### config.mk
export PLATFORM = sky130hd
export DESIGN_NAME = raw10_unpack_bayer_split_core
export DESIGN_NICKNAME = d
export VERILOG_FILES = /design/src/sv/rbs_pkg.sv /design/src/sv/rbs_front.sv /design/src/sv/rbs_queue.sv /design/src/sv/rbs_back.sv /design/src/sv/raw10_unpack_bayer_split_core.sv
export SDC_FILE = /design/constraint.sdc
export NUM_CORES = 1
export LEC_CHECK = 0
export BUFFER_PORTS_ARGS = -buffer_cell sky130_fd_sc_hd__buf_2
export CORE_ASPECT_RATIO = 0.7
export CORE_UTILIZATION = 50
export DETAILED_ROUTE_END_ITERATION = 7
export GPL_TIMING_DRIVEN = 1
export PLACE_DENSITY = 0.68
export SETUP_SLACK_MARGIN = 0.3
export SYNTH_ARGS = -nofsm -noshare
export SYNTH_HDL_FRONTEND = slang
export SYNTH_HIERARCHICAL = 1
export SYNTH_SLANG_ARGS = --single-unit
### constraint.sdc
create_clock -name clk -period 21 [get_ports clk]
set_input_delay 3.15 -clock clk [delete_from_list [all_inputs] [get_ports clk]]
set_output_delay 3.15 -clock clk [all_outputs]
set_load 0.02 [all_outputs]
### src/sv/rbs_pkg.sv
// rbs_pkg: shared types, register map and reset values for the raw10 unpack
// and bayer split block. No dependencies.
package rbs_pkg;

  localparam int MAX_ROW_BYTES_DEF = 8192;
  localparam int MAX_ROWS_DEF      = 8192;

  // plane width and height saturate here
  localparam int PLANE_MAX = 4096;

  localparam int QUEUE_DEPTH = 2;

  localparam int ADDR_W = 4;

  localparam logic [1:0] REG_ROW_BYTES  = 2'd0;
  localparam logic [1:0] REG_FRAME_ROWS = 2'd1;
  localparam logic [1:0] REG_OUT_WIDTH  = 2'd2;
  localparam logic [1:0] REG_OUT_HEIGHT = 2'd3;

  localparam logic [13:0] ROW_BYTES_RST  = 14'd4128;
  localparam logic [13:0] FRAME_ROWS_RST = 14'd2480;
  localparam logic [12:0] OUT_WIDTH_RST  = 13'd1640;
  localparam logic [12:0] OUT_HEIGHT_RST = 13'd1232;

  typedef struct packed {
    logic [13:0] row_bytes;
    logic [13:0] frame_rows;
    logic [12:0] out_width;
    logic [12:0] out_height;
  } cfg_t;

  // one complete 5-byte group, cropped pixels already masked off
  typedef struct packed {
    logic [3:0][9:0] pix;
    logic [3:0]      keep;
    logic [11:0]     x_base;
    logic [11:0]     plane_y;
    logic            row_odd;
  } grp_t;

endpackage

### src/sv/rbs_front.sv
// rbs_front: byte intake, row/column/group counting and group assembly.
// Depends on rbs_pkg.
module rbs_front #(
  parameter int MAX_ROW_BYTES = rbs_pkg::MAX_ROW_BYTES_DEF,
  parameter int MAX_ROWS      = rbs_pkg::MAX_ROWS_DEF
) (
  input  logic          clk,
  input  logic          rst,
  input  rbs_pkg::cfg_t cfg,
  input  logic          s_tvalid,
  output logic          s_tready,
  input  logic [7:0]    s_tdata,   // [7:0] raw_byte
  input  logic          s_tuser,   // [0] frame_start
  input  logic          q_full,
  output logic          q_push,
  output rbs_pkg::grp_t q_data
);

  localparam int CW = $clog2(MAX_ROW_BYTES + 1);
  localparam int RW = $clog2(MAX_ROWS + 1);

  logic [CW-1:0] column_count, column_count_next;
  logic [CW-1:0] grp_index, grp_index_next;
  logic [CW+2:0] grp_end, grp_end_next;     // 5 * (grp_index + 1)
  logic [2:0]    col_mod5, col_mod5_next;
  logic [2:0]    group_phase, group_phase_next;
  logic [RW-1:0] row_count, row_count_next;
  logic [7:0]    byte_hold [4];

  logic          fire;
  logic [CW-1:0] rb_eff;
  logic [RW-1:0] fr_eff;
  logic [12:0]   w_eff, h_eff;
  logic [CW-1:0] col_eff, grp_eff;
  logic [CW+2:0] end_eff;
  logic [2:0]    mod_eff, phase_eff;
  logic [RW-1:0] row_eff;
  logic          in_full;
  logic [CW:0]   col_inc;
  logic [RW:0]   row_inc;
  logic [CW:0]   px [4];
  logic [RW-2:0] py;

  assign s_tready = !q_full;
  assign fire     = s_tvalid && s_tready;

  always_comb begin
    if (32'(cfg.row_bytes) > 32'(MAX_ROW_BYTES)) rb_eff = CW'(MAX_ROW_BYTES);
    else rb_eff = CW'(cfg.row_bytes);
    if (cfg.frame_rows == 14'd0) fr_eff = RW'(1);
    else if (32'(cfg.frame_rows) > 32'(MAX_ROWS)) fr_eff = RW'(MAX_ROWS);
    else fr_eff = RW'(cfg.frame_rows);
    w_eff = (32'(cfg.out_width) > rbs_pkg::PLANE_MAX) ? 13'(rbs_pkg::PLANE_MAX)
                                                       : cfg.out_width;
    h_eff = (32'(cfg.out_height) > rbs_pkg::PLANE_MAX) ? 13'(rbs_pkg::PLANE_MAX)
                                                        : cfg.out_height;
  end

  // frame start clears the counters before the byte is counted
  always_comb begin
    col_eff   = s_tuser ? '0 : column_count;
    grp_eff   = s_tuser ? '0 : grp_index;
    end_eff   = s_tuser ? (CW+3)'(5) : grp_end;
    mod_eff   = s_tuser ? 3'd0 : col_mod5;
    phase_eff = s_tuser ? 3'd0 : group_phase;
    row_eff   = s_tuser ? '0 : row_count;
    in_full   = end_eff <= (CW+3)'(rb_eff);
    col_inc   = (CW+1)'(col_eff) + (CW+1)'(1);
    row_inc   = (RW+1)'(row_eff) + (RW+1)'(1);

    column_count_next = CW'(col_inc);
    grp_index_next    = grp_eff;
    grp_end_next      = end_eff;
    col_mod5_next     = mod_eff + 3'd1;
    row_count_next    = row_eff;
    group_phase_next  = phase_eff;

    if (in_full) begin
      group_phase_next = (phase_eff < 3'd4) ? phase_eff + 3'd1 : 3'd0;
    end
    if (mod_eff == 3'd4) begin
      col_mod5_next  = 3'd0;
      grp_index_next = grp_eff + CW'(1);
      grp_end_next   = end_eff + (CW+3)'(5);
    end
    if (col_inc >= (CW+1)'(rb_eff)) begin
      column_count_next = '0;
      grp_index_next    = '0;
      grp_end_next      = (CW+3)'(5);
      col_mod5_next     = 3'd0;
      group_phase_next  = 3'd0;
      row_count_next    = (row_inc >= (RW+1)'(fr_eff)) ? '0 : RW'(row_inc);
    end
  end

  // four pixels of the group, crop applied per pixel
  always_comb begin
    py = row_eff[RW-1:1];
    for (int p = 0; p < 4; p++) begin
      px[p] = {grp_eff, 1'b0} + (CW+1)'(p / 2);
      q_data.pix[p]  = {byte_hold[p], s_tdata[7-2*p -: 2]};
      q_data.keep[p] = (32'(px[p]) < 32'(w_eff)) && (32'(py) < 32'(h_eff));
    end
    q_data.x_base  = 12'({grp_eff, 1'b0});
    q_data.plane_y = 12'(h_eff - 13'd1 - 13'(py));
    q_data.row_odd = row_eff[0];
    q_push = fire && in_full && (phase_eff == 3'd4) && (q_data.keep != 4'd0);
  end

  always_ff @(posedge clk) begin
    if (rst) begin
      column_count <= '0;
      grp_index    <= '0;
      grp_end      <= (CW+3)'(5);
      col_mod5     <= 3'd0;
      group_phase  <= 3'd0;
      row_count    <= '0;
    end else if (fire) begin
      column_count <= column_count_next;
      grp_index    <= grp_index_next;
      grp_end      <= grp_end_next;
      col_mod5     <= col_mod5_next;
      group_phase  <= group_phase_next;
      row_count    <= row_count_next;
    end
  end

  always_ff @(posedge clk) begin
    if (fire && in_full && (phase_eff < 3'd4)) begin
      byte_hold[phase_eff[1:0]] <= s_tdata;
    end
  end

  assert property (@(posedge clk) disable iff (rst) group_phase <= 3'd4)
    else $error("group phase out of range");
  assert property (@(posedge clk) disable iff (rst)
    grp_end == (CW+3)'(grp_index) * (CW+3)'(5) + (CW+3)'(5))
    else $error("group end out of step with group index");

endmodule

### src/sv/rbs_queue.sv
// rbs_queue: short register queue of assembled groups between front and back.
// Depends on rbs_pkg.
module rbs_queue (
  input  logic          clk,
  input  logic          rst,
  input  logic          push,
  input  rbs_pkg::grp_t push_data,
  input  logic          pop,
  output rbs_pkg::grp_t pop_data,
  output logic          full,
  output logic          empty
);

  localparam int DEPTH = rbs_pkg::QUEUE_DEPTH;
  localparam int PW    = (DEPTH > 1) ? $clog2(DEPTH) : 1;
  localparam int NW    = $clog2(DEPTH + 1);

  rbs_pkg::grp_t slot [DEPTH];
  logic [PW-1:0] wr_ptr, rd_ptr;
  logic [NW-1:0] fill;

  assign full     = fill == NW'(DEPTH);
  assign empty    = fill == '0;
  assign pop_data = slot[rd_ptr];

  always_ff @(posedge clk) begin
    if (rst) begin
      wr_ptr <= '0;
      rd_ptr <= '0;
      fill   <= '0;
    end else begin
      if (push) wr_ptr <= (wr_ptr == PW'(DEPTH - 1)) ? '0 : wr_ptr + PW'(1);
      if (pop)  rd_ptr <= (rd_ptr == PW'(DEPTH - 1)) ? '0 : rd_ptr + PW'(1);
      if (push && !pop) fill <= fill + NW'(1);
      else if (pop && !push) fill <= fill - NW'(1);
    end
  end

  always_ff @(posedge clk) begin
    if (push) slot[wr_ptr] <= push_data;
  end

  assert property (@(posedge clk) disable iff (rst) push |-> !full)
    else $error("queue overflow");
  assert property (@(posedge clk) disable iff (rst) pop |-> !empty)
    else $error("queue underflow");

endmodule

### src/sv/rbs_back.sv
// rbs_back: walks the kept pixels of each group, one per cycle unless m_tready stalls,
// into the output register. Depends on rbs_pkg.
module rbs_back (
  input  logic          clk,
  input  logic          rst,
  input  logic          q_empty,
  input  rbs_pkg::grp_t q_data,
  output logic          q_pop,
  output logic          m_tvalid,
  input  logic          m_tready,
  output logic [39:0]   m_tdata,  // [9:0] pixel_value, [21:10] plane_x, [33:22] plane_y
  output logic [1:0]    m_tuser,  // [1:0] bayer_channel
  output logic          m_tlast   // last_of_group
);

  rbs_pkg::grp_t cur;
  logic          cur_valid;
  logic [3:0]    cur_keep;
  logic [3:0]    keep_next;
  logic [1:0]    sel;
  logic          advance;

  assign advance = cur_valid && (!m_tvalid || m_tready);

  // lowest kept pixel goes next
  always_comb begin
    if (cur_keep[0]) sel = 2'd0;
    else if (cur_keep[1]) sel = 2'd1;
    else if (cur_keep[2]) sel = 2'd2;
    else sel = 2'd3;
    keep_next = cur_keep & ~(4'd1 << sel);
    q_pop = !q_empty && (!cur_valid || (advance && keep_next == 4'd0));
  end

  always_ff @(posedge clk) begin
    if (rst) begin
      cur_valid <= 1'b0;
      m_tvalid  <= 1'b0;
    end else begin
      if (q_pop) cur_valid <= 1'b1;
      else if (advance && keep_next == 4'd0) cur_valid <= 1'b0;
      if (advance) m_tvalid <= 1'b1;
      else if (m_tready) m_tvalid <= 1'b0;
    end
  end

  always_ff @(posedge clk) begin
    if (q_pop) begin
      cur      <= q_data;
      cur_keep <= q_data.keep;
    end else if (advance) begin
      cur_keep <= keep_next;
    end
    if (advance) begin
      m_tdata <= {6'd0, cur.plane_y, {cur.x_base[11:1], sel[1]}, cur.pix[sel]};
      m_tuser <= {cur.row_odd, sel[0]};
      m_tlast <= keep_next == 4'd0;
    end
  end

  assert property (@(posedge clk) disable iff (rst) cur_valid |-> cur_keep != 4'd0)
    else $error("active group with no pixels left");
  assert property (@(posedge clk) disable iff (rst)
    (advance && keep_next != 4'd0) |=> cur_valid)
    else $error("group dropped before its last pixel");

endmodule

### src/sv/raw10_unpack_bayer_split_core.sv
// raw10_unpack_bayer_split_core: top level, config registers and the
// front / queue / back chain. Depends on rbs_pkg, rbs_front, rbs_queue, rbs_back.
//
//  channel   dir  handshake          payload
//  s_*       in   s_tvalid/s_tready  raw_byte (tdata), frame_start (tuser)
//  m_*       out  m_tvalid/m_tready  pixel, plane_x, plane_y (tdata),
//                                    bayer_channel (tuser), last_of_group (tlast)
//  apb       in   psel/penable       register writes and reads, pready tied high
//
// one byte accepted per cycle while the queue has room; pixels leave at one per cycle
// unless m_tready stalls, so four pixels per five bytes backs up intake only on a stall.
// first pixel of a group goes via the queue slot, current-group and output registers.
// s_tready drops only when the two-entry group queue is full.
// reset is synchronous and clears counters, queue and output valid.
module raw10_unpack_bayer_split_core #(
  parameter int MAX_ROW_BYTES = rbs_pkg::MAX_ROW_BYTES_DEF,
  parameter int MAX_ROWS      = rbs_pkg::MAX_ROWS_DEF
) (
  input  logic                      clk,
  input  logic                      rst,
  input  logic                      s_tvalid,
  output logic                      s_tready,
  input  logic [7:0]                s_tdata,   // [7:0] raw_byte
  input  logic                      s_tuser,   // [0] frame_start
  output logic                      m_tvalid,
  input  logic                      m_tready,
  output logic [39:0]               m_tdata,   // [9:0] pixel_value, [21:10] plane_x,
                                               // [33:22] plane_y
  output logic [1:0]                m_tuser,   // [1:0] bayer_channel
  output logic                      m_tlast,   // last_of_group
  input  logic                      psel,
  input  logic                      penable,
  input  logic                      pwrite,
  input  logic [rbs_pkg::ADDR_W-1:0] paddr,
  input  logic [31:0]               pwdata,
  output logic [31:0]               prdata,
  output logic                      pready
);

  rbs_pkg::cfg_t cfg;
  rbs_pkg::grp_t push_data, pop_data;
  logic          push, pop, q_full, q_empty;
  logic          wr_en;

  assign pready = 1'b1;
  assign wr_en  = psel && penable && pwrite && pready;

  always_ff @(posedge clk) begin
    if (rst) begin
      cfg.row_bytes  <= rbs_pkg::ROW_BYTES_RST;
      cfg.frame_rows <= rbs_pkg::FRAME_ROWS_RST;
      cfg.out_width  <= rbs_pkg::OUT_WIDTH_RST;
      cfg.out_height <= rbs_pkg::OUT_HEIGHT_RST;
    end else if (wr_en) begin
      case (paddr[3:2])
        rbs_pkg::REG_ROW_BYTES:  cfg.row_bytes  <= pwdata[13:0];
        rbs_pkg::REG_FRAME_ROWS: cfg.frame_rows <= pwdata[13:0];
        rbs_pkg::REG_OUT_WIDTH:  cfg.out_width  <= pwdata[12:0];
        rbs_pkg::REG_OUT_HEIGHT: cfg.out_height <= pwdata[12:0];
        default: ;
      endcase
    end
  end

  always_comb begin
    case (paddr[3:2])
      rbs_pkg::REG_ROW_BYTES:  prdata = 32'(cfg.row_bytes);
      rbs_pkg::REG_FRAME_ROWS: prdata = 32'(cfg.frame_rows);
      rbs_pkg::REG_OUT_WIDTH:  prdata = 32'(cfg.out_width);
      rbs_pkg::REG_OUT_HEIGHT: prdata = 32'(cfg.out_height);
      default:                 prdata = 32'd0;
    endcase
  end

  rbs_front #(
    .MAX_ROW_BYTES(MAX_ROW_BYTES),
    .MAX_ROWS     (MAX_ROWS)
  ) u_front (
    .clk     (clk),
    .rst     (rst),
    .cfg     (cfg),
    .s_tvalid(s_tvalid),
    .s_tready(s_tready),
    .s_tdata (s_tdata),
    .s_tuser (s_tuser),
    .q_full  (q_full),
    .q_push  (push),
    .q_data  (push_data)
  );

  rbs_queue u_queue (
    .clk      (clk),
    .rst      (rst),
    .push     (push),
    .push_data(push_data),
    .pop      (pop),
    .pop_data (pop_data),
    .full     (q_full),
    .empty    (q_empty)
  );

  rbs_back u_back (
    .clk     (clk),
    .rst     (rst),
    .q_empty (q_empty),
    .q_data  (pop_data),
    .q_pop   (pop),
    .m_tvalid(m_tvalid),
    .m_tready(m_tready),
    .m_tdata (m_tdata),
    .m_tuser (m_tuser),
    .m_tlast (m_tlast)
  );

endmodule
## Word-level counts from Yosys, hierarchy flattened

Memory sizes are Yosys's and may differ from the RTL's. A register that Yosys moved wholly into a read port is not among the register bits.
Cells that the tools add are included.

| storage, ports and cells | value |
|---|---|
| register bits after elaboration | 231 |
| bits in latches | 0 |
| RAM bits | 168 |
| ROM bits | 0 |
| input bits | 52 |
| output and inout port bits | 78 |
| word-level logic and storage cells | 142 |
| memories kept | 2 |

Memories:

| name | depth | bits a word | rd ports | clocked after memory_dff | write ports | RTL line | source |
|---|---|---|---|---|---|---|---|
| u_queue.slot | 2 | 68 | 1 | 1 | 1 | rbs_queue.sv:18 | `rbs_pkg::grp_t slot [DEPTH];` |
| u_front.byte_hold | 4 | 8 | 4 | 0 | 1 | rbs_front.sv:28 | `logic [7:0] byte_hold [4];` |

| operators by class | value |
|---|---|
| add/subtract/negate cells | 13 |
| multipliers | 0 |
| div/mod/pow operators | 0 |
| order comparisons | 12 |
| equal/unequal tests | 6 |
| shift-type cells | 1 |
| multiplexer cells | 45 |
| bitwise logic cells | 2 |
| reductions and logical operators | 35 |

Operators by type and width:

| cell | number |
|---|---|
| $mux 14 | 11 |
| $pmux 32 s4 | 1 |
| $mux 17 | 3 |
| $add 14x1->15 const B | 2 |
| $ge 15x14->1 | 2 |
| $lt 15x13->1 | 2 |
| $gt 14x14->1 const B | 2 |
| $gt 13x13->1 const B | 2 |
| $mux 13 | 2 |
| $mux 3 | 7 |
| $bmux 10 s2 | 1 |
| $add 17x3->17 const B | 1 |
| $le 17x14->1 | 1 |
| $add 15x1->15 const B | 1 |
| $add 14x1->14 const B | 1 |
| $logic_and 1x1->1 | 14 |
| $logic_not 14->1 | 1 |
| $lt 13x13->1 | 1 |
| $mux 1 | 13 |
| $sub 12x1->12 const B | 1 |
| $sub 12x12->12 | 1 |
| $mux 10 | 1 |
| $mux 2 | 4 |
| $mux 4 | 2 |
| 19 further kinds | 37 |

## Longest topological paths before layout

| logic depth | value |
|---|---|
| depth in word-level cells | 13 |
| depth in mapped cells | 23 |
| gate-level depth less buffers | 15 |

## Cells and area by module

The synthesis kept the hierarchy.

Modules (own cells, without submodules):

| module | instances | cells an instance | area each (sq um) | sequential area each (sq um) |
|---|---|---|---|---|
| rbs_front | 1 | 876 | 7379.6 | 2262.2 |
| rbs_queue | 1 | 237 | 5226.3 | 4244.1 |
| rbs_back | 1 | 191 | 3787.4 | 3193.1 |
| raw10_unpack_bayer_split_core | 1 | 258 | 2676.3 | 1081.0 |

## Worst setup path after synthesis

Ideal clock, no wire load.

| path | value |
|---|---|
| kind | input -> register |
| start point | in s_tuser |
| end point | mem u_queue/slot[0][0] in the netlist's numbering, enable pin |
| setup time | 505 ps |
| data arrival time | 9536 ps |
| required time | 20495 ps |
| path slack | 10959 ps |
| stages on the path | 16 |
| buffers on the path | 6 |
| path through | buf_4 buf_6 buf_2 buf_4 clkbuf_1 clkbuf_1 nor2b_1 ha_1 a21oi_1 o21ai_0 and3_1 or4_1 o21ai_2 nand3_1 nor4bb_1 nor2b_1 |

| on the way | value |
|---|---|
| cells in the longest elaborated chain, start to end | 8 |
| elaborated cells between the ends (all ways) | 18 |
| those cells by class | add/sub (1); order compare (4); eq/ne (1); mux (6); reduce/logical (6) |

Ends and longest elaborated chain:

| element | RTL line | source |
|---|---|---|
| start, declared | raw10_unpack_bayer_split_core.sv:24 | `input logic s_tuser,` |
| $mux 14 | rbs_front.sv:62 | `grp_eff = s_tuser ? '0 : grp_index;` |
| $add 15x1->15 | rbs_front.sv:100 | `px[p] = {grp_eff, 1'b0} + (CW+1)'(p / 2);` |
| $lt 15x13->1 | rbs_front.sv:102 | `q_data.keep[p] = (32'(px[p]) < 32'(w_eff)) && (32'(py) < 32'(h_eff));` |
| $logic_and 1x1->1 | rbs_front.sv:102 |  |
| $reduce_bool 4->1 | rbs_front.sv:107 | `q_push = fire && in_full && (phase_eff == 3'd4) && (q_data.keep != 4'd0);` |
| $logic_and 1x1->1 * | rbs_front.sv:107 |  |
| via push | raw10_unpack_bayer_split_core.sv:42 | `logic push, pop, q_full, q_empty;` |
| $mux 1 * | rbs_queue.sv:40 | `if (push) slot[wr_ptr] <= push_data;` |
| $mux 1 (implied by the code) * | rbs_queue.sv:40 |  |
| end, declared | rbs_queue.sv:18 |  |

The timed path passes the listed nets; every way through them passes the cells marked *.

## Worst setup path after layout

| path | value |
|---|---|
| start point | in s_tuser |
| end point | mem u_queue/slot[0][1] in the netlist's numbering, enable pin |

Same word-level chain as after synthesis.

==> impl_metrics.py <==
metrics = {
    "status": {
        "status": "finished clean",
    },
    "routing": {
        "drt_iter0_markers": 943,
        "route.detailed.drc": 0,
        "drt-pass1-iter-count": 7,
        "via_per_inst": 5.64,
        "antenna_left": 0,
        "wl_um": 40400,
        "vias": 12000,
        "avgRoutedWirePerCell_um": 19.0,
    },
    "sta": {
        "fin_tns_setup_ns": 0,
        "worst_pin_slew_ns": 1.12,
        "finalCritPeriodShare_pct": 38.0,
        "timing.final.crit_period_ns": 7.98,
        "fin_skew_ns": 0.0113,
        "hold_viol": 0,
        "slew-limit-headroom_pct": 25.4,
        "setup_viol": 0,
        "fin_ws_ns": 13.02,
        "hold_slack_ns": 0.416,
        "slew_viol_final": 0,
        "rsz0062_at_grt": "false",
        "fmax_mhz": 125,
    },
    "cts": {
        "cts-buffers-inserted": 39,
        "post-cts-setup-buffers": 0,
        "clock_latency_ns": 0.54,
        "cts_resized": 0,
        "cts_root_buf": "clkbuf_16",
        "cts_max_level": 2,
        "cts.path.max_buffers": 3,
        "cts.reportedPaths.clkPinSlew_ns": 0.06,
        "numClockSinks": 399,
        "cts_tree": "done",
        "postCtsHoldBufs": 0,
    },
    "grt": {
        "grt_pass1_vias": 11500,
        "grt_max_degree": 72,
        "use_met3_pct": 3.61,
        "antenna_found_initial": 0,
        "use_met2_pct": 32.6,
        "grt-busiest-layer": "met2",
        "track_usage_pct": 20.8,
        "overflow": 0,
        "grt_use_met1_pct": 30.0,
        "grt_pass1_wl_um": 63100,
    },
    "run": {
        "maxCapViolCount": 0,
    },
    "power": {
        "fin_total_pwr_w": 0.00205,
        "irDropWorstVdd_mv": 0.0662,
        "leakagePower_nw": 7.84,
        "power_density_nw_per_um2": 98.3,
    },
    "setup_path": {
        "critPathBufInv": 5,
        "path_common_cell": "buf_4",
        "crit_path_top_delay_cell": "nor2b_4",
        "criticalPathCategory": "in2reg",
        "cp_top_family": "buffers and inverters",
        "cpPeakStageDelay_ns": 0.73,
        "arrival_ns": 8.14,
        "cp-end-kind": "register",
        "cp-start-kind": "primary input",
        "cp_max_fo": 54,
        "critical_path.cell_chain": "buf_2 -> buf_4 -> buf_4 -> nand2b_1 -> inv_1 -> ha_1 -> a21o_1 -> a21o_1 -> a211oi_1 -> o31ai_1 -> a21oi_1 -> nor4bb_1 -> nor2b_4 -> buf_4",
        "required_ns": 21.16,
        "r2r_setup_slack_ns": 15.84,
    },
    "synth": {
        "syn_inst": 1557,
        "syn_area_um2": 19000,
        "syn_avg_cell_area_um2": 12.2,
        "synth-warning-count": 6,
    },
    "die": {
        "io_pins": 130,
        "std_cell_rows": 59,
        "dieArea_um2": 38800,
        "die_x_um": 235,
        "initial_core_util_pct": 50.9,
        "die_height_um": 165,
        "core_area_um2": 37300,
    },
    "layout": {
        "diodes": 0,
        "post-route-util_pct": 56.1,
        "nNetsFinal": 1751,
        "drive_above_1_share_pct": 17.6,
        "syn2layout_area_growth_pct": 10.1,
    },
    "placement": {
        "place_hpwl_um": 26700,
        "gp_congestion": 0.854,
        "post-place-ws_ns": 12.47,
        "portBuffers": 84,
    },
    "min_path": {
        "min_path_type": "reg2reg",
    },
}
[registers in the layout, indices dropped and copies added (netlist names), named ones only]
register / cells
u_front/row_count: 14
u_front/grp_index: 14
u_back/cur_keep: 4
u_front/grp_end: 17
u_back/cur: 64
u_queue/wr_ptr: 1
u_queue/rd_ptr: 1
u_front/byte_hold: 32
u_back/m_tdata: 34
u_back/m_tvalid: 1
u_back/m_tlast: 1
u_front/group_phase: 3
u_back/m_tuser: 2
u_front/column_count: 14
u_back/cur_valid: 1
u_queue/slot: 136
u_queue/fill: 2
cfg: 54
u_front/col_mod5: 3
[final cells by class]
cell class	instances	area (um^2)
timing repair buffer	99	536
inverter	53	199
fill	3070	16400
clock inverter	25	249
sequential	399	10700
multi-input combinational	1017	7530
tap	488	611
clock buffer	45	1050
[worst register-to-register path: cells and delay by family (launching register included)]
| kind | cells | cell delay (ns) |
|---|---|---|
| adders and majority gates | 1 | 0.37 |
| DFF | 1 | 0.36 |
| and+or+nand+nor | 7 | 2.64 |
| AOI/OAI and AO/OA | 2 | 0.40 |
| buffers and inverters | 2 | 1.00 |
[where the power goes]
| part | total [W] | leakage, nW | switching (W) | internal (W) |
|---|---|---|---|---|
| clock | 0.000707 | 0.619 | 0.000297 | 0.000410 |
| sequential | 0.00102 | 3.50 | 0.0000476 | 0.000975 |
| combinational | 0.000325 | 3.73 | 0.000211 | 0.000114 |
[layout by cell type (no fill, tap or decap), drive strengths merged, types with 6 or more instances in the layout]
cell type / n
edfxtp: 273
dfxtp: 126
nand2: 114
buf: 99
ha: 89
nor2: 89
mux2: 80
a21oi: 69
nand2b: 65
mux2i: 59
o21ai: 57
nor2b: 56
inv: 55
clkbuf: 45
nand3: 40
conb: 25
nor3: 25
xnor2: 24
a21o: 22
nand4: 14
mux4: 13
xor2: 12
a22o: 12
nor4: 12
clkinv: 12
nand3b: 11
and3: 11
and2: 9
a311oi: 8
a22oi: 7
or3: 7
clkinvlp: 7
o21a: 6
or2: 6
a211oi: 6
[layer usage]
layer  routed length (um)  vias up
met3                 2410       60
met5                    0        -
met4                  804        0
met1                19400     5844
met2                17800      346
li1                     -     5741
[final timing paths]
| check | start | end | cells past startpoint |
|---|---|---|---|
| worst max register to register | cfg[53] | u_queue/slot[0][1] | 12 |
| worst min register to register | u_back/cur[23] | u_back/m_tdata[20] | 0 |
| worst max-delay path | s_tuser | u_queue/slot[0][1] | 14 |
| worst min-delay path | u_back/cur[23] | u_back/m_tdata[20] | 0 |
[per-stage QoR]
stage                     std cells  instance area (um^2)
after global routing           2126                 20900
after global placement         2056                 19600
final                          2126                 20900
after floorplan                1579                 19100
after detailed placement       2056                 19600
after CTS                      2126                 20900
Note: power is estimated with default switching activity, not from simulation.
